[src/rtl/dcf_pkg.sv]
// Shared types and constants for the directed cycle finder.
// No dependencies; imported by every module of the block.
`timescale 1ns / 1ps

package dcf_pkg;

	// default sizes of the graph stores
	localparam int MaxNodesDef = 1024;
	localparam int MaxEdgesDef = 2048;

	// fixed widths of the request and response fields
	localparam int FieldW = 11;
	localparam int CfgAddrW = 3;

	// register index, taken from paddr[2]
	localparam logic RegNodeCount = 1'b0;

	typedef enum logic [1:0] {
		CMD_ADD    = 2'd0,
		CMD_CLEAR  = 2'd1,
		CMD_SEARCH = 2'd2,
		CMD_READ   = 2'd3
	} cmd_t;

	typedef enum logic [1:0] {
		RES_OK    = 2'd0,
		RES_FULL  = 2'd1,
		RES_RANGE = 2'd2
	} res_t;

	// visit marks
	localparam logic [1:0] VmNew  = 2'd0;
	localparam logic [1:0] VmPath = 2'd1;
	localparam logic [1:0] VmDone = 2'd2;

	typedef enum logic [3:0] {
		ST_INIT,
		ST_IDLE,
		ST_ADD,
		ST_LINK,
		ST_CLEAR,
		ST_READ,
		ST_VCLR,
		ST_ROOT,
		ST_ROOT_CHK,
		ST_LOAD,
		ST_STEP,
		ST_POPLD,
		ST_EDGE,
		ST_VCHK,
		ST_RESP
	} state_t;

	// datapath operations issued by the controller
	typedef enum logic [4:0] {
		OP_NONE,
		OP_SWEEP_FE,
		OP_ACCEPT,
		OP_ADD_WRITE,
		OP_ADD_LINK,
		OP_ADD_FAIL,
		OP_READ_FINISH,
		OP_SWEEP_VM,
		OP_ROOT_READ,
		OP_ROOT_NEXT,
		OP_ROOT_START,
		OP_LOAD_CUR,
		OP_POP,
		OP_POP_LOAD,
		OP_EDGE_READ,
		OP_EDGE_TAKE,
		OP_PUSH,
		OP_FOUND,
		OP_EMIT
	} op_t;

	typedef struct packed {
		op_t op;
	} ctl_cmd_t;

	typedef struct packed {
		logic sweep_fe_last;
		logic sweep_vm_last;
		logic n_zero;
		logic add_bad;
		logic add_full;
		logic link_needed;
		logic root_seen;
		logic root_last;
		logic cur_empty;
		logic depth_one;
		logic edge_skip;
		logic v_on_path;
		logic v_can_push;
		logic out_free;
	} dp_stat_t;

endpackage

[src/rtl/dcf_ctrl.sv]
// Controller state machine of the directed cycle finder.
// Depends on dcf_pkg; drives datapath operations from its status.
`timescale 1ns / 1ps

module dcf_ctrl import dcf_pkg::*; (
	input  logic     clk,
	input  logic     arst_n,
	input  logic     req_valid,
	input  logic [1:0] command,
	output logic     req_stall,
	input  dp_stat_t stat,
	output ctl_cmd_t cmd
);

	state_t state_q, state_nx;

	// state register
	always_ff @(posedge clk or negedge arst_n) begin
		if (!arst_n) begin
			state_q <= ST_INIT;
		end else begin
			state_q <= state_nx;
		end
	end

	// next state
	always_comb begin
		state_nx = state_q;
		case (state_q)
			ST_INIT: begin
				if (stat.sweep_fe_last) state_nx = ST_IDLE;
			end
			ST_IDLE: begin
				if (req_valid && !req_stall) begin
					case (cmd_t'(command))
						CMD_ADD:    state_nx = ST_ADD;
						CMD_CLEAR:  state_nx = ST_CLEAR;
						CMD_SEARCH: state_nx = ST_VCLR;
						default:    state_nx = ST_READ;
					endcase
				end
			end
			ST_ADD: begin
				if (stat.add_bad || stat.add_full) state_nx = ST_RESP;
				else if (stat.link_needed) state_nx = ST_LINK;
				else state_nx = ST_RESP;
			end
			ST_LINK:  state_nx = ST_RESP;
			ST_CLEAR: begin
				if (stat.sweep_fe_last) state_nx = ST_RESP;
			end
			ST_READ:  state_nx = ST_RESP;
			ST_VCLR: begin
				if (stat.n_zero) state_nx = ST_RESP;
				else if (stat.sweep_vm_last) state_nx = ST_ROOT;
			end
			ST_ROOT:  state_nx = ST_ROOT_CHK;
			ST_ROOT_CHK: begin
				if (!stat.root_seen) state_nx = ST_LOAD;
				else if (stat.root_last) state_nx = ST_RESP;
				else state_nx = ST_ROOT;
			end
			ST_LOAD:  state_nx = ST_STEP;
			ST_STEP: begin
				if (!stat.cur_empty) state_nx = ST_EDGE;
				else if (!stat.depth_one) state_nx = ST_POPLD;
				else if (stat.root_last) state_nx = ST_RESP;
				else state_nx = ST_ROOT;
			end
			ST_POPLD: state_nx = ST_STEP;
			ST_EDGE: begin
				state_nx = stat.edge_skip ? ST_STEP : ST_VCHK;
			end
			ST_VCHK: begin
				if (stat.v_on_path) state_nx = ST_RESP;
				else if (stat.v_can_push) state_nx = ST_LOAD;
				else state_nx = ST_STEP;
			end
			ST_RESP: begin
				if (stat.out_free) state_nx = ST_IDLE;
			end
			default: state_nx = ST_INIT;
		endcase
	end

	// outputs
	always_comb begin
		cmd.op = OP_NONE;
		req_stall = (state_q != ST_IDLE);
		case (state_q)
			ST_INIT:  cmd.op = OP_SWEEP_FE;
			ST_IDLE: begin
				if (req_valid && !req_stall) cmd.op = OP_ACCEPT;
			end
			ST_ADD: begin
				if (stat.add_bad || stat.add_full) cmd.op = OP_ADD_FAIL;
				else cmd.op = OP_ADD_WRITE;
			end
			ST_LINK:  cmd.op = OP_ADD_LINK;
			ST_CLEAR: cmd.op = OP_SWEEP_FE;
			ST_READ:  cmd.op = OP_READ_FINISH;
			ST_VCLR: begin
				if (!stat.n_zero) cmd.op = OP_SWEEP_VM;
			end
			ST_ROOT:  cmd.op = OP_ROOT_READ;
			ST_ROOT_CHK: begin
				if (!stat.root_seen) cmd.op = OP_ROOT_START;
				else if (!stat.root_last) cmd.op = OP_ROOT_NEXT;
			end
			ST_LOAD:  cmd.op = OP_LOAD_CUR;
			ST_STEP:  cmd.op = stat.cur_empty ? OP_POP : OP_EDGE_READ;
			ST_POPLD: cmd.op = OP_POP_LOAD;
			ST_EDGE:  cmd.op = OP_EDGE_TAKE;
			ST_VCHK: begin
				if (stat.v_on_path) cmd.op = OP_FOUND;
				else if (stat.v_can_push) cmd.op = OP_PUSH;
			end
			ST_RESP: begin
				if (stat.out_free) cmd.op = OP_EMIT;
			end
			default: cmd.op = OP_NONE;
		endcase
	end

endmodule

[config.mk]
export PLATFORM = sky130hd
export DESIGN_NAME = dcf_ctrl
export DESIGN_NICKNAME = d
export VERILOG_FILES = /design/src/rtl/dcf_pkg.sv /design/src/rtl/dcf_ctrl.sv
export SDC_FILE = /design/constraint.sdc
export NUM_CORES = 1
export LEC_CHECK = 0
export BUFFER_PORTS_ARGS = -buffer_cell sky130_fd_sc_hd__buf_2
export CAP_MARGIN = 20
export CORE_UTILIZATION = 51
export DETAILED_ROUTE_END_ITERATION = 16
export GPL_ROUTABILITY_DRIVEN = 0
export HOLD_SLACK_MARGIN = 0.12
export PLACE_DENSITY = 0.76
export SLEW_MARGIN = 20
export SYNTH_ARGS = -nofsm -noshare
export SYNTH_HDL_FRONTEND = slang
export SYNTH_SLANG_ARGS = --single-unit
[constraint.sdc]
create_clock -name clk -period 1.8 [get_ports clk]
set_clock_uncertainty 0.1 [all_clocks]
set_input_delay 0.09 -clock clk [delete_from_list [all_inputs] [get_ports clk]]
set_output_delay 0.09 -clock clk [all_outputs]
set_load 0.02 [all_outputs]
==> impl_metrics.tcl <==
set metrics [dict create \
    worst_ir_drop_vdd_uv 1365 \
    p_int_mw 1.076 \
    post_drt_wl_per_cell_um 15.23 \
    via_per_inst 6.347 \
    synth.area.top_cells "dfrtp_1 (12%), a21oi_1 (7.9%), nand2_1 (6.8%), o21ai_0 (6.7%), buf_6 (5.5%)" \
    drcViolationCount 0 \
    setup_violations 2 \
    violations "negative setup slack" \
    worst-setup-path-type "reg2out" \
    synth.distinct_cells 45 \
    ys_ff_latch 4 \
    postRouteAntennaNets 0 \
    io_buffers 24 \
    ys.flop_type "dfrtp_1" \
    hold_viol 0 \
    grt_use_total_pct 30.07 \
    outcome "finished with violations" \
    syn_avg_cell_area_um2 6.804 \
    drtPass1Iterations 4 \
    async_flop_share_pct 100.0 \
    timing.final.ws_setup_ps -42.50 \
    max_freq_ghz 0.5427 \
    h-tree-depth 1 \
    n_antenna_cell 0 \
    die_x_um 42.18 \
    top_regs "state_q (4)" \
    final_layout_size_suffix_gt1_share_pct 38.75 \
    cts_tree "built" \
    critPathCaptureType "output port" \
    min_period_ps 1842 \
    fill_cells 119 \
    design.core.area_um2 1506 \
    largest_register_ffs 4 \
    fin_nets 181 \
    rsz0062_at_grt "yes" \
    p_sw_mw 1.185 \
    antenna_found_initial 0 \
    clock-sinks 4 \
    relSlewSlack_pct 80.77 \
    largest_register "state_q" \
    yosysTopAreaCell "dfrtp_1" \
    netlist.area_leader.share_pct 12.16 \
    wirelength_um 2680 \
    slowest_stage "dfrtp_2" \
    rows 14 \
    leakage_nw 0.4925 \
    p_total_mw 2.261 \
    grt.overflow.total 0 \
    grt_max_degree 15 \
    seqPwrFrac_pct 11.6 \
    worstSetupStartpointType "register" \
    required_ps 1610 \
    crit_arrival_ps 1650 \
    synthesis.area_um2 823.3 \
    grt_pass1_wl_um 4236 \
    min_path_type "in2reg" \
    start_util_pct 54.65 \
    die_h_um 42.18 \
    syn-num-nets 140 \
    drtIter0Drc 72 \
    grt_pass1_vias 997 \
    synthCells 121 \
    worstPathMaxFanout 7 \
    cts_buffers 3 \
    pwr-share-clk_pct 5.1 \
    worst_pin_slew_ps 288.4 \
    pwr-share-comb_pct 83.3 \
    dieArea_um2 1779 \
    power.share.switching_pct 52.43 \
    clock-root-buffer "clkbuf_4" \
    syn2layout_area_growth_pct 34.80 \
    ys_warn_count 0 \
    multi_input_area_um2 633.1 \
    slew_violations 0 \
    path_cells "inv_2, o311a_1, or3_1, o31ai_2, buf_4" \
    num_vias 1117 \
    place.detailed.hpwl_um 1852 \
    pin_count 25 \
    yosysSeqAreaShare_pct 12.16 \
    synth_edf_count 0 \
    period_share_pct 102.4 \
    seqCellArea_um2 103.9 \
    clk_latency_ps 240 \
    powerDensity_nw_per_um2 2037 \
    post-route-util_pct 73.67 \
    max-cap-violations 0 \
    slowest_delay_ps 450 \
    reg2reg_slack_ps 50 \
    clk_pin_slew_ps 40 \
    clockBufferDepth 2 \
]
==> power groups by stage <==
stage | logic (mW) | registers [mW] | clock network [mW]
after detailed placement | 1.59 | 0.278 | 0
after floorplan | 1.34 | 0.160 | 0
final | 1.88 | 0.262 | 0.115
after global routing | 2.02 | 0.268 | 0.123
after CTS | 1.73 | 0.267 | 0.116
after global placement | 1.58 | 0.276 | 0
==> final cells by class <==
class | instances | area share (%)
clock buffer | 3 | 2.029
inverter | 6 | 2.255
multi-input combinational | 101 | 57.05
sequential | 4 | 9.357
tap | 16 | 1.804
timing repair buffer | 46 | 27.51
==> repair_timing <==
action,CTS,global route
hold endpoints to repair,5,0
hold buffers,3,0
resized for setup,7,3
setup buffers,4,3
setup endpoints to repair,5,6
pin swaps,4,1
==> final timing paths <==
kind                            start          to  depth (start not counted)
max                        state_q[3]      cmd[1]                          5
min                           stat[0]  state_q[3]                          3
max reg2reg                state_q[3]  state_q[0]                          7
min reg2reg                state_q[2]  state_q[2]                          2
max in group asynchronous      arst_n  state_q[0]                          3
min in group asynchronous      arst_n  state_q[2]                          3
==> cells in the final DEF (no fill, tap or decap), drive strengths merged, types with 3 or more instances in the layout <==
| master | count |
|---|---|
| buf | 42 |
| a31oi | 4 |
| nor2 | 9 |
| dfrtp | 4 |
| clkbuf | 4 |
| nand2 | 16 |
| inv | 6 |
| o21ai | 14 |
| a21oi | 13 |
| nand2b | 6 |
| dlygate4sd3 | 3 |
| nor3 | 5 |
| o31ai | 3 |
==> per-stage QoR <==
stage                     cell area, µm²  instances  setup TNS, ps  worst slack, ps  hold slack, ps
after detailed placement           970.9        163              0            43.33          -203.0
after global placement             970.9        163              0            90.71          -203.6
after global routing                1110        176         -229.0           -87.82           153.4
after CTS                           1074        173         -39.43           -23.96           134.5
after floorplan                    823.3        121              0            234.6          -305.6
final                               1110        176         -51.25           -42.50           155.8
==> worst max-delay path: cells and delay by family, from the launching register on <==
kind,cells,cell delay (ps)
compound gates,2,410
buf+inv,2,240
flops,1,450
simple gates,1,320
==> cells in the mapped netlist, drive strengths merged, types with 2 or more instances <==
cell,n
or3,2
a22oi,2
nor3,5
nand2b,6
dfrtp,4
o311a,2
o21ai,14
inv,6
o31ai,3
buf,10
nand2,16
a21oi,13
o22ai,2
a31oi,4
nor4,2
nor2b,2
nor2,9
xnor2,2
==> cell families (layout without fill, tap and decap cells) <==
logic type,Yosys count,count (layout),synth area share [%]
xor gates and xnor gates,2,2,2.128
DFF,4,4,12.16
and+or+nand+nor,48,48,32.07
AOI/OAI and AO/OA,51,51,40.58
buffers and inverters,16,55,13.07
==> routing by layer <==
layer  vias up  GRT usage [%]  part of all wire, %
li1        527              -                    -
met1       484          39.52                   39
met2        97          49.23                   46
met3         9          4.310                   13
met4         0          11.88                  1.8
met5         -              0                    0
Power figures use the tool's default switching activity.
